===== src/rtl/rbad_pkg.sv =====
// Shared types, widths and register codes for the RGB block-average downscaler.
package rbad_pkg;

  localparam int unsigned Colors       = 3;
  localparam int unsigned ColorW       = 8;
  localparam int unsigned SumW         = 16;
  localparam int unsigned SumWordW     = Colors * SumW;
  localparam int unsigned BlkSizeW     = 5;
  localparam int unsigned FrameW       = 11;
  localparam int unsigned PosW         = 10;
  localparam int unsigned InBlkW       = 4;
  localparam int unsigned AreaW        = 9;
  localparam int unsigned PrdW         = 16;
  localparam int unsigned MaxFrameEdge = 1024;

  localparam int unsigned DefMaxBlockColumns = 64;
  localparam int unsigned DefMaxBlockSize    = 16;

  // register indexes (byte address / 4)
  localparam logic [1:0] RegBlockSize   = 2'd0;
  localparam logic [1:0] RegFrameWidth  = 2'd1;
  localparam logic [1:0] RegFrameHeight = 2'd2;

  localparam logic [BlkSizeW-1:0] RstBlockSize   = 5'd10;
  localparam logic [FrameW-1:0]   RstFrameWidth  = 11'd320;
  localparam logic [FrameW-1:0]   RstFrameHeight = 11'd240;

  // what the position tracker says about the pixel being accepted
  typedef struct packed {
    logic            in_range;
    logic            first_row;
    logic            emit;
    logic            frame_done;
    logic [PosW-1:0] block_x;
    logic [PosW-1:0] block_y;
  } pix_info_t;

endpackage


===== src/rtl/rbad_sum_mem.sv =====
// Column partial-sum memory: one write port, one registered read port.
module rbad_sum_mem import rbad_pkg::*; #(
  parameter int unsigned Depth = DefMaxBlockColumns,
  parameter int unsigned AddrW = 6
) (
  input  logic                clk_i,
  input  logic                rd_en_i,
  input  logic [AddrW-1:0]    rd_addr_i,
  output logic [SumWordW-1:0] rd_data_o,
  input  logic                wr_en_i,
  input  logic [AddrW-1:0]    wr_addr_i,
  input  logic [SumWordW-1:0] wr_data_i
);

  logic [SumWordW-1:0] mem [Depth];
  logic [SumWordW-1:0] rd_data_q;

  always_ff @(posedge clk_i) begin
    if (wr_en_i) begin
      mem[wr_addr_i] <= wr_data_i;
    end
  end

  always_ff @(posedge clk_i) begin
    if (rd_en_i) begin
      rd_data_q <= mem[rd_addr_i];
    end
  end

  assign rd_data_o = rd_data_q;

endmodule


===== src/rtl/rbad_pos.sv =====
// Raster position tracker: pixel, in-block and block counters plus block tests.
module rbad_pos import rbad_pkg::*; #(
  parameter int unsigned MaxBlockColumns = DefMaxBlockColumns
) (
  input  logic                clk_i,
  input  logic                rst_ni,
  input  logic [BlkSizeW-1:0] blk_size_i,
  input  logic [FrameW-1:0]   frame_w_i,
  input  logic [FrameW-1:0]   frame_h_i,
  input  logic                accept_i,
  input  logic                frame_start_i,
  output pix_info_t           info_o
);

  localparam logic [PosW:0] ColLimit = (PosW+1)'(MaxBlockColumns);
  localparam logic [PosW:0] LastCol  = (PosW+1)'(MaxBlockColumns - 1);

  logic [PosW-1:0]   px_q, py_q, bx_q, by_q;
  logic [InBlkW-1:0] xib_q, yib_q;
  logic [PosW-1:0]   px_d, py_d, bx_d, by_d;
  logic [InBlkW-1:0] xib_d, yib_d;

  logic [PosW-1:0]   px_e, py_e, bx_e, by_e;
  logic [InBlkW-1:0] xib_e, yib_e;
  logic [PosW:0]     bx_n1, by_n1, px_n1, py_n1;
  logic [BlkSizeW-1:0] xib_n1, yib_n1;
  logic [PrdW-1:0]   x_end, y_end;
  logic              in_x, in_y, last_x, last_y, blk_x_end, blk_y_end;

  always_comb begin
    px_e  = frame_start_i ? '0 : px_q;
    py_e  = frame_start_i ? '0 : py_q;
    bx_e  = frame_start_i ? '0 : bx_q;
    by_e  = frame_start_i ? '0 : by_q;
    xib_e = frame_start_i ? '0 : xib_q;
    yib_e = frame_start_i ? '0 : yib_q;

    bx_n1  = {1'b0, bx_e} + 1'b1;
    by_n1  = {1'b0, by_e} + 1'b1;
    px_n1  = {1'b0, px_e} + 1'b1;
    py_n1  = {1'b0, py_e} + 1'b1;
    xib_n1 = {1'b0, xib_e} + 1'b1;
    yib_n1 = {1'b0, yib_e} + 1'b1;

    // block k covers pixels up to (k+1)*size; whole when that fits
    x_end = PrdW'(bx_n1) * PrdW'(blk_size_i);
    y_end = PrdW'(by_n1) * PrdW'(blk_size_i);

    in_x   = ({1'b0, bx_e} < ColLimit) && (x_end <= PrdW'(frame_w_i));
    in_y   = y_end <= PrdW'(frame_h_i);
    last_x = ({1'b0, bx_e} == LastCol) || ((x_end + PrdW'(blk_size_i)) > PrdW'(frame_w_i));
    last_y = (y_end + PrdW'(blk_size_i)) > PrdW'(frame_h_i);

    blk_x_end = xib_n1 >= blk_size_i;
    blk_y_end = yib_n1 >= blk_size_i;

    info_o.in_range   = in_x && in_y;
    info_o.first_row  = (yib_e == '0);
    info_o.emit       = blk_x_end && blk_y_end;
    info_o.frame_done = last_x && last_y;
    info_o.block_x    = bx_e;
    info_o.block_y    = by_e;

    // advance
    px_d  = px_n1[PosW-1:0];
    py_d  = py_e;
    bx_d  = bx_e;
    by_d  = by_e;
    xib_d = xib_n1[InBlkW-1:0];
    yib_d = yib_e;
    if (PrdW'(px_n1) >= PrdW'(frame_w_i)) begin
      px_d  = '0;
      xib_d = '0;
      bx_d  = '0;
      if (PrdW'(py_n1) >= PrdW'(frame_h_i)) begin
        py_d  = '0;
        yib_d = '0;
        by_d  = '0;
      end else begin
        py_d = py_n1[PosW-1:0];
        if (blk_y_end) begin
          yib_d = '0;
          by_d  = by_n1[PosW-1:0];
        end else begin
          yib_d = yib_n1[InBlkW-1:0];
        end
      end
    end else if (blk_x_end) begin
      xib_d = '0;
      bx_d  = bx_n1[PosW-1:0];
    end
  end

  always_ff @(posedge clk_i or negedge rst_ni) begin
    if (!rst_ni) begin
      px_q  <= '0;
      py_q  <= '0;
      bx_q  <= '0;
      by_q  <= '0;
      xib_q <= '0;
      yib_q <= '0;
    end else if (accept_i) begin
      px_q  <= px_d;
      py_q  <= py_d;
      bx_q  <= bx_d;
      by_q  <= by_d;
      xib_q <= xib_d;
      yib_q <= yib_d;
    end
  end

endmodule


===== src/rtl/rbad_div.sv =====
// Three-lane restoring divider, one quotient bit per cycle, mean saturated to 8 bits.
module rbad_div import rbad_pkg::*; (
  input  logic                          clk_i,
  input  logic                          rst_ni,
  input  logic                          start_i,
  input  logic [Colors-1:0][SumW-1:0]   num_i,
  input  logic [AreaW-1:0]              den_i,
  input  logic                          ack_i,
  output logic                          busy_o,
  output logic                          done_o,
  output logic [Colors-1:0][ColorW-1:0] quot_o
);

  localparam int unsigned CntW = $clog2(SumW);
  localparam logic [1:0] DivIdle = 2'd0;
  localparam logic [1:0] DivRun  = 2'd1;
  localparam logic [1:0] DivDone = 2'd2;

  logic [1:0]                      state_q, state_d;
  logic [CntW-1:0]                 cnt_q;
  logic [AreaW-1:0]                den_q;
  logic [Colors-1:0][SumW-1:0]     num_q;
  logic [Colors-1:0][AreaW-1:0]    rem_q;
  logic [Colors-1:0][AreaW:0]      trial, diff;
  logic [Colors-1:0]               ge;

  always_comb begin
    for (int c = 0; c < Colors; c++) begin
      trial[c]  = {rem_q[c], num_q[c][SumW-1]};
      diff[c]   = trial[c] - {1'b0, den_q};
      ge[c]     = trial[c] >= {1'b0, den_q};
      quot_o[c] = (num_q[c][SumW-1:ColorW] != '0) ? '1 : num_q[c][ColorW-1:0];
    end
  end

  always_comb begin
    state_d = state_q;
    unique case (state_q)
      DivIdle: if (start_i) state_d = DivRun;
      DivRun:  if (cnt_q == '0) state_d = DivDone;
      DivDone: if (ack_i) state_d = DivIdle;
      default: state_d = DivIdle;
    endcase
  end

  always_ff @(posedge clk_i or negedge rst_ni) begin
    if (!rst_ni) begin
      state_q <= DivIdle;
    end else begin
      state_q <= state_d;
    end
  end

  always_ff @(posedge clk_i) begin
    if (state_q == DivIdle && start_i) begin
      num_q <= num_i;
      rem_q <= '0;
      den_q <= den_i;
      cnt_q <= CntW'(SumW - 1);
    end else if (state_q == DivRun) begin
      cnt_q <= cnt_q - 1'b1;
      for (int c = 0; c < Colors; c++) begin
        rem_q[c] <= ge[c] ? diff[c][AreaW-1:0] : trial[c][AreaW-1:0];
        num_q[c] <= {num_q[c][SumW-2:0], ge[c]};
      end
    end
  end

  assign busy_o = (state_q != DivIdle);
  assign done_o = (state_q == DivDone);

endmodule


===== src/rtl/rgb_block_average_downscaler_unit.sv =====
// Top level of the RGB block-average downscaler: config port, sum pipeline, output register.
//
//  channel   dir  handshake                  payload
//  s_axis    in   tvalid/tready              tdata {blue,green,red}, tuser frame_start
//  m_axis    out  tvalid/tready              tdata {block_row,block_col,b,g,r avg}, tlast
//  apb       in   psel/penable/pwrite/pready paddr 4b, pwdata/prdata 32b
//
// Pixels that finish no block move at one request per cycle: a read of the
// column-sum memory, then an add and write back the next cycle (a write to
// the entry being read is forwarded). A block-finishing pixel holds the input
// while the shared three-lane divider works out the means, and longer while the
// output register still holds an untaken result; the result then sits in the
// output register while input resumes.
// Reset clears counters and control; the sum memory needs no clearing pass.
module rgb_block_average_downscaler_unit import rbad_pkg::*; #(
  parameter int unsigned MaxBlockColumns = DefMaxBlockColumns,
  parameter int unsigned MaxBlockSize    = DefMaxBlockSize
) (
  input  logic        clk_i,
  input  logic        rst_ni,
  // pixel input
  input  logic        s_axis_tvalid,
  output logic        s_axis_tready,
  input  logic [23:0] s_axis_tdata,  // red[7:0], green[15:8], blue[23:16]
  input  logic        s_axis_tuser,  // frame_start
  // block result
  output logic        m_axis_tvalid,
  input  logic        m_axis_tready,
  output logic [47:0] m_axis_tdata,  // red_avg, green_avg, blue_avg, block_col[33:24],
                                     // block_row[43:34], zero fill
  output logic        m_axis_tlast,  // frame_done
  // configuration
  input  logic        psel,
  input  logic        penable,
  input  logic        pwrite,
  input  logic [3:0]  paddr,
  input  logic [31:0] pwdata,
  output logic [31:0] prdata,
  output logic        pready
);

  localparam int unsigned AddrW = (MaxBlockColumns > 1) ? $clog2(MaxBlockColumns) : 1;

  // ---------------- configuration registers ----------------
  logic [BlkSizeW-1:0] blk_size_q;
  logic [FrameW-1:0]   frame_w_q, frame_h_q;
  logic                cfg_wr;

  assign pready = 1'b1;
  assign cfg_wr = psel && penable && pwrite && pready;

  always_ff @(posedge clk_i or negedge rst_ni) begin
    if (!rst_ni) begin
      blk_size_q <= RstBlockSize;
      frame_w_q  <= RstFrameWidth;
      frame_h_q  <= RstFrameHeight;
    end else if (cfg_wr) begin
      unique case (paddr[3:2])
        RegBlockSize:   blk_size_q <= pwdata[BlkSizeW-1:0];
        RegFrameWidth:  frame_w_q  <= pwdata[FrameW-1:0];
        RegFrameHeight: frame_h_q  <= pwdata[FrameW-1:0];
        default: ;
      endcase
    end
  end

  always_comb begin
    unique case (paddr[3:2])
      RegBlockSize:   prdata = 32'(blk_size_q);
      RegFrameWidth:  prdata = 32'(frame_w_q);
      RegFrameHeight: prdata = 32'(frame_h_q);
      default:        prdata = '0;
    endcase
  end

  // out-of-range settings act as the nearest legal value
  logic [BlkSizeW-1:0] blk_size;
  logic [FrameW-1:0]   frame_w, frame_h;
  logic [AreaW-1:0]    area;

  always_comb begin
    if (blk_size_q == '0) blk_size = BlkSizeW'(1);
    else if (blk_size_q > BlkSizeW'(MaxBlockSize)) blk_size = BlkSizeW'(MaxBlockSize);
    else blk_size = blk_size_q;

    if (frame_w_q == '0) frame_w = FrameW'(1);
    else if (frame_w_q > FrameW'(MaxFrameEdge)) frame_w = FrameW'(MaxFrameEdge);
    else frame_w = frame_w_q;

    if (frame_h_q == '0) frame_h = FrameW'(1);
    else if (frame_h_q > FrameW'(MaxFrameEdge)) frame_h = FrameW'(MaxFrameEdge);
    else frame_h = frame_h_q;

    area = AreaW'(blk_size) * AreaW'(blk_size);
  end

  // ---------------- stage A: position and memory read ----------------
  pix_info_t info;
  logic      s_accept, div_busy, div_done, div_start, out_load;

  assign s_accept = s_axis_tvalid && s_axis_tready;

  rbad_pos #(
    .MaxBlockColumns(MaxBlockColumns)
  ) u_pos (
    .clk_i,
    .rst_ni,
    .blk_size_i   (blk_size),
    .frame_w_i    (frame_w),
    .frame_h_i    (frame_h),
    .accept_i     (s_accept),
    .frame_start_i(s_axis_tuser),
    .info_o       (info)
  );

  logic                          p_valid_q;
  logic                          p_first_q, p_emit_q, p_done_q;
  logic [AddrW-1:0]              p_addr_q;
  logic [PosW-1:0]               p_bx_q, p_by_q;
  logic [Colors-1:0][ColorW-1:0] p_color_q;
  logic                          fwd_hit_q;
  logic [SumWordW-1:0]           fwd_data_q;

  logic [AddrW-1:0]    rd_addr;
  logic [SumWordW-1:0] rd_data, wr_data;

  assign rd_addr = info.block_x[AddrW-1:0];

  // input waits while a block mean is in flight
  assign s_axis_tready = !div_busy && !(p_valid_q && p_emit_q);

  always_ff @(posedge clk_i or negedge rst_ni) begin
    if (!rst_ni) begin
      p_valid_q <= 1'b0;
    end else begin
      p_valid_q <= s_accept && info.in_range;
    end
  end

  always_ff @(posedge clk_i) begin
    if (s_accept) begin
      p_first_q  <= info.first_row;
      p_emit_q   <= info.emit;
      p_done_q   <= info.frame_done;
      p_addr_q   <= rd_addr;
      p_bx_q     <= info.block_x;
      p_by_q     <= info.block_y;
      p_color_q  <= s_axis_tdata;
      // stage B writes this same entry at this edge: keep the new value
      fwd_hit_q  <= p_valid_q && (p_addr_q == rd_addr);
      fwd_data_q <= wr_data;
    end
  end

  rbad_sum_mem #(
    .Depth(MaxBlockColumns),
    .AddrW(AddrW)
  ) u_mem (
    .clk_i,
    .rd_en_i  (s_accept),
    .rd_addr_i(rd_addr),
    .rd_data_o(rd_data),
    .wr_en_i  (p_valid_q),
    .wr_addr_i(p_addr_q),
    .wr_data_i(wr_data)
  );

  // ---------------- stage B: accumulate and write back ----------------
  logic [SumWordW-1:0]         old_sums;
  logic [Colors-1:0][SumW:0]   acc;
  logic [Colors-1:0][SumW-1:0] new_sums;

  assign old_sums = fwd_hit_q ? fwd_data_q : rd_data;

  always_comb begin
    for (int c = 0; c < Colors; c++) begin
      acc[c] = (SumW+1)'(p_color_q[c]);
      if (!p_first_q) acc[c] = acc[c] + (SumW+1)'(old_sums[c*SumW +: SumW]);
      new_sums[c] = acc[c][SumW] ? '1 : acc[c][SumW-1:0];
    end
  end

  assign wr_data   = new_sums;
  assign div_start = p_valid_q && p_emit_q;

  // ---------------- mean divider and output register ----------------
  logic [Colors-1:0][ColorW-1:0] quot;
  logic [PosW-1:0]               meta_bx_q, meta_by_q;
  logic                          meta_done_q;

  rbad_div u_div (
    .clk_i,
    .rst_ni,
    .start_i(div_start),
    .num_i  (new_sums),
    .den_i  (area),
    .ack_i  (out_load),
    .busy_o (div_busy),
    .done_o (div_done),
    .quot_o (quot)
  );

  always_ff @(posedge clk_i) begin
    if (div_start) begin
      meta_bx_q   <= p_bx_q;
      meta_by_q   <= p_by_q;
      meta_done_q <= p_done_q;
    end
  end

  assign out_load = div_done && (!m_axis_tvalid || m_axis_tready);

  logic        m_valid_q;
  logic [47:0] m_data_q;
  logic        m_last_q;

  always_ff @(posedge clk_i or negedge rst_ni) begin
    if (!rst_ni) begin
      m_valid_q <= 1'b0;
    end else if (out_load) begin
      m_valid_q <= 1'b1;
    end else if (m_axis_tready) begin
      m_valid_q <= 1'b0;
    end
  end

  always_ff @(posedge clk_i) begin
    if (out_load) begin
      m_data_q <= {4'b0, meta_by_q, meta_bx_q, quot};
      m_last_q <= meta_done_q;
    end
  end

  assign m_axis_tvalid = m_valid_q;
  assign m_axis_tdata  = m_data_q;
  assign m_axis_tlast  = m_last_q;

endmodule


===== config.mk =====
export PLATFORM = sky130hd
export DESIGN_NAME = rgb_block_average_downscaler_unit
export DESIGN_NICKNAME = d
export VERILOG_FILES = /design/src/rtl/rbad_pkg.sv /design/src/rtl/rbad_sum_mem.sv /design/src/rtl/rbad_pos.sv /design/src/rtl/rbad_div.sv /design/src/rtl/rgb_block_average_downscaler_unit.sv
export SDC_FILE = /design/constraint.sdc
export NUM_CORES = 2
export LEC_CHECK = 0
export BUFFER_PORTS_ARGS = -buffer_cell sky130_fd_sc_hd__buf_2
export CAP_MARGIN = 10
export CORE_MARGIN = 5
export CORE_UTILIZATION = 25
export CTS_CLUSTER_SIZE = 10
export DETAILED_ROUTE_END_ITERATION = 7
export HOLD_SLACK_MARGIN = 0.15
export PLACE_DENSITY_LB_ADDON = 0.12
export SLEW_MARGIN = 30
export SYNTH_ARGS = -nofsm -noshare
export SYNTH_HDL_FRONTEND = slang
export SYNTH_SLANG_ARGS = --single-unit

===== constraint.sdc =====
create_clock -name clk_i -period 8 [get_ports clk_i]
set_input_delay 0 -clock clk_i [delete_from_list [all_inputs] [get_ports clk_i]]
set_output_delay 0 -clock clk_i [all_outputs]
set_load 0.02 [all_outputs]

==> flow_results.xml <==
<?xml version="1.0" encoding="UTF-8"?>
<metrics>
  <group name="sta">
    <metric name="hold_viol_final" unit="">0</metric>
    <metric name="clock.fmax" unit="MHz">152</metric>
    <metric name="final-max-slew-violation-count" unit="">0</metric>
    <metric name="layout_worst_path_cycle_share" unit="%">82.1</metric>
    <metric name="setup_viol" unit="">0</metric>
    <metric name="post-route-min-period" unit="ns">6.57</metric>
    <metric name="clock-skew-final" unit="ns">0.0655</metric>
    <metric name="tightest_slew" unit="ns">1.05</metric>
    <metric name="setup_repair_after_global_routing_missed_its_margin" unit="">no</metric>
    <metric name="fin_setup_tns" unit="ns">0</metric>
    <metric name="timing.max_slew.rel_slack" unit="%">29.9</metric>
  </group>
  <group name="worst_setup_path">
    <metric name="timing.critical_path.from_type" unit="">flop</metric>
    <metric name="crit_slowest_cell" unit="">fa_1</metric>
    <metric name="crit_arrival" unit="ns">7.26</metric>
    <metric name="required" unit="ns">8.69</metric>
    <metric name="path_buf_inv" unit="">3</metric>
    <metric name="reg2reg_from" unit="">u_pos.by_q[0]</metric>
    <metric name="worst_r2r_path_depth" unit="">26</metric>
    <metric name="worst-r2r-setup-slack" unit="ns">1.43</metric>
    <metric name="critical-path-max-stage-delay" unit="ns">0.52</metric>
    <metric name="critPathCaptureType" unit="">flop</metric>
    <metric name="critical_path.max_fanout" unit="">7</metric>
    <metric name="worst_setup_path_class" unit="">flop to flop</metric>
    <metric name="worst_path_dominant_cell_family" unit="">adder cells</metric>
    <metric name="worst_r2r_endpoint" unit="">p_done_q</metric>
  </group>
  <group name="floorplanning">
    <metric name="fp-row-count" unit="">277</metric>
    <metric name="design.portCount" unit="">152</metric>
    <metric name="die-area" unit="um2">587000</metric>
    <metric name="floorplan_die_height" unit="um">766</metric>
    <metric name="start_util" unit="%">25.1</metric>
    <metric name="die-width" unit="um">766</metric>
    <metric name="floorplan.core_area" unit="um2">569000</metric>
  </group>
  <group name="clock_network">
    <metric name="tritoncts" unit="">built</metric>
    <metric name="clock_latency" unit="ns">1.00</metric>
    <metric name="cts-root-buf" unit="">clkbuf_16</metric>
    <metric name="htree_levels" unit="">5</metric>
    <metric name="cts_max_path_buffers" unit="">4</metric>
    <metric name="cts_sinks" unit="">3448</metric>
    <metric name="postCtsSetupRepairBufs" unit="">0</metric>
    <metric name="clk_pin_slew" unit="ns">0.07</metric>
    <metric name="cts_made_buffers" unit="">407</metric>
    <metric name="cts_repair_resized_insts" unit="">0</metric>
  </group>
  <group name="power">
    <metric name="power.ir.vdd_worst" unit="V">0.000234</metric>
    <metric name="power.total" unit="mW">51.9</metric>
    <metric name="leakagePower" unit="nW">52.8</metric>
    <metric name="power_density" unit="nW/um2">310</metric>
  </group>
  <group name="finish">
    <metric name="layout.cells.most_common" unit="">edfxtp_1</metric>
    <metric name="final_net_count" unit="">9076</metric>
    <metric name="syn_to_final_growth" unit="%">17.1</metric>
    <metric name="multiInputGateArea" unit="um2">38000</metric>
    <metric name="post-route-cell-area" unit="um2">167000</metric>
    <metric name="final_layout_size_suffix_gt1_share" unit="%">19.4</metric>
    <metric name="num-fill-cells" unit="">56100</metric>
    <metric name="layout_common_cells" unit="">3,338 x edfxtp_1, 576 x mux4_2, 462 x o21ai_0</metric>
    <metric name="sequential_cell_area" unit="um2">103000</metric>
  </group>
  <group name="global_routing">
    <metric name="globalRouteOverflowTotal" unit="">0</metric>
    <metric name="grt_first_pass_wirelength" unit="um">700000</metric>
    <metric name="grt_pass1_vias" unit="">83000</metric>
    <metric name="number_of_antenna_violations_at_the_first_check_in_global_routing" unit="">27</metric>
    <metric name="grt_start_max_net_pins" unit="">126</metric>
    <metric name="grt_usage" unit="%">16.7</metric>
  </group>
  <group name="drt">
    <metric name="drt_wl_total" unit="um">507000</metric>
    <metric name="average_via_count_per_standard_cell" unit="">4.94</metric>
    <metric name="drt_drc_violations_left" unit="">0</metric>
    <metric name="first_iter_violations" unit="">6712</metric>
    <metric name="avgRoutedWirePerCell" unit="um">30.7</metric>
    <metric name="dr.pass1.iters" unit="">7</metric>
    <metric name="vias" unit="">81400</metric>
    <metric name="antenna_violating_nets_post_route" unit="">0</metric>
  </group>
  <group name="min_path">
    <metric name="hold_depth" unit="">7</metric>
    <metric name="hold_path.class" unit="">input pin to flop</metric>
    <metric name="capture_endpoint_of_the_worst_hold_path" unit="">u_pos.yib_q[2]</metric>
    <metric name="worst_hold_startpoint" unit="">s_axis_tvalid</metric>
  </group>
  <group name="synth">
    <metric name="synthCells" unit="">8343</metric>
    <metric name="async_flop_share" unit="%">2.29</metric>
    <metric name="synth_cell_types" unit="">88</metric>
    <metric name="ys_warn_count" unit="">0</metric>
    <metric name="synth.cell_area" unit="um2">143000</metric>
    <metric name="number_of_synthesized_flops_with_an_enable_pin" unit="">3338</metric>
    <metric name="synth-main-ff-cell" unit="">edfxtp_1</metric>
    <metric name="yosys.area.top_type_share" unit="%">70.2</metric>
    <metric name="yosysTopAreaCell" unit="">edfxtp_1</metric>
    <metric name="synth-seq-cells" unit="">3448</metric>
    <metric name="synth.top_cells.by_area" unit="">edfxtp_1 70%, mux4_2 9.1%, o211ai_1 2.1%, ha_1 1.8%, or3_1 1.7%</metric>
    <metric name="synth_seq_area_share" unit="%">72.0</metric>
    <metric name="syn-mean-instance-area" unit="um2">17.1</metric>
  </group>
  <group name="placed_design">
    <metric name="postPlaceCellArea" unit="um2">155000</metric>
    <metric name="post-dp-hpwl" unit="um">294000</metric>
    <metric name="place_congestion" unit="">0.770</metric>
    <metric name="numPortBuffers" unit="">102</metric>
  </group>
  <group name="run_status">
    <metric name="result_of_the_run" unit="">complete, no violations</metric>
  </group>
  <group name="run">
    <metric name="maxCapViolCount" unit="">0</metric>
  </group>
</metrics>
[stage by stage]
stage	utilization (%)	std cells	hold WS, ns	worst slack [ns]
after detailed placement	27.1	15800	0.0251	1.46
after CTS	29.4	16500	0.214	1.45
final	29.4	16500	0.305	1.43
after global routing	29.4	16500	0.283	0.920
after global placement	27.0	15800	0.0279	1.31
after floorplan	-	8370	-0.296	0.0671
[layer usage]
| metal | global-route usage (%) | routed length (um) |
|---|---|---|
| met5 | 0 | 0 |
| met4 | 3.17 | 9610 |
| met3 | 1.92 | 19400 |
| met2 | 28.3 | 247000 |
| met1 | 23.3 | 231000 |
[worst max path at each step]
| stage | from | end | slack, ns | cells after the start |
|---|---|---|---|---|
| after global placement | u_pos.bx_q[2] | p_done_q | 1.31 | 24 |
| after CTS | u_pos.bx_q[2] | p_done_q | 1.45 | 24 |
| after floorplan | fwd_hit_q | fwd_data_q[34] | 0.07 | 11 |
| final | u_pos.by_q[0] | p_done_q | 1.43 | 26 |
| after global routing | u_pos.by_q[0] | p_done_q | 0.92 | 26 |
| after detailed placement | s_axis_tuser | p_done_q | 1.46 | 27 |
[final cells by class]
cell class	instances	share of cell area (%)
Tap cell	7533	5.63
Sequential cell	3448	61.5
Multi-Input combinational cell	4182	22.7
Clock buffer	519	6.48
Inverter	167	0.391
Antenna cell	10	0.0150
Timing Repair Buffer	538	2.79
Clock inverter	84	0.486
[cell usage after synthesis (all sizes together), types with 15 or more instances]
| library cell | instances |
|---|---|
| ha | 203 |
| buf | 182 |
| a211oi | 62 |
| dfxtp | 31 |
| a21oi | 88 |
| o21ai | 523 |
| xor2 | 57 |
| dfrtp | 71 |
| clkbuf | 391 |
| o211ai | 405 |
| and2 | 75 |
| edfxtp | 3338 |
| a21o | 33 |
| nor4 | 22 |
| o22ai | 386 |
| inv | 167 |
| and3 | 24 |
| nand2b | 30 |
| nor2b | 57 |
| mux2i | 36 |
| nand2 | 375 |
| mux4 | 576 |
| nor2 | 202 |
| or3 | 396 |
| nand3 | 83 |
| a31oi | 63 |
| fa | 61 |
| mux2 | 74 |
| nor3 | 46 |
| o21bai | 15 |
| nand4 | 24 |
| a22o | 28 |
| or2 | 28 |
| xnor2 | 80 |
[worst min-delay path, cell delays in order]
cell,delay [ns]
dlygate4sd3_1,0.53
buf_2,0.12
and3_1,0.18
a21oi_1,0.05
buf_4,0.17
nand3_1,0.09
nand3_1,0.07
[kinds of logic after synthesis]
group           synth area share, %
flops                          72.0
mux                            9.91
other cells                 0.00526
compound gates                 7.49
simple gates                   5.00
xor+xnor                      0.853
fa+ha+maj                      2.63
buf+inv                        2.13
[timing repair]
| item | in CTS | in global routing |
|---|---|---|
| hold buffers | 95 | 0 |
| setup endpoints to repair | 0 | 0 |
| endpoints found under the hold margin | 241 | 0 |
[power by group]
group / internal, mW / switching, mW / total, mW
clock network: 9.52 / 7.33 / 16.9
logic: 4.43 / 8.54 / 13.0
registers: 21.6 / 0.510 / 22.1
[sequential cells by signal, summed over array words and instances (netlist names), 8 cells and up]
| name | count |
|---|---|
| frame_h_q | 11 |
| frame_w_q | 11 |
| fwd_data_q | 48 |
| m_axis_tdata | 44 |
| meta_bx_q | 10 |
| meta_by_q | 10 |
| p_by_q | 10 |
| p_color_q | 24 |
| u_div.den_q | 8 |
| u_div.num_q | 48 |
| u_div.rem_q | 27 |
| u_mem.mem | 3072 |
| u_mem.rd_data_o | 48 |
| u_pos.bx_q | 10 |
| u_pos.by_q | 10 |
| u_pos.px_q | 10 |
| u_pos.py_q | 10 |
Power figures use the tool's default switching activity.
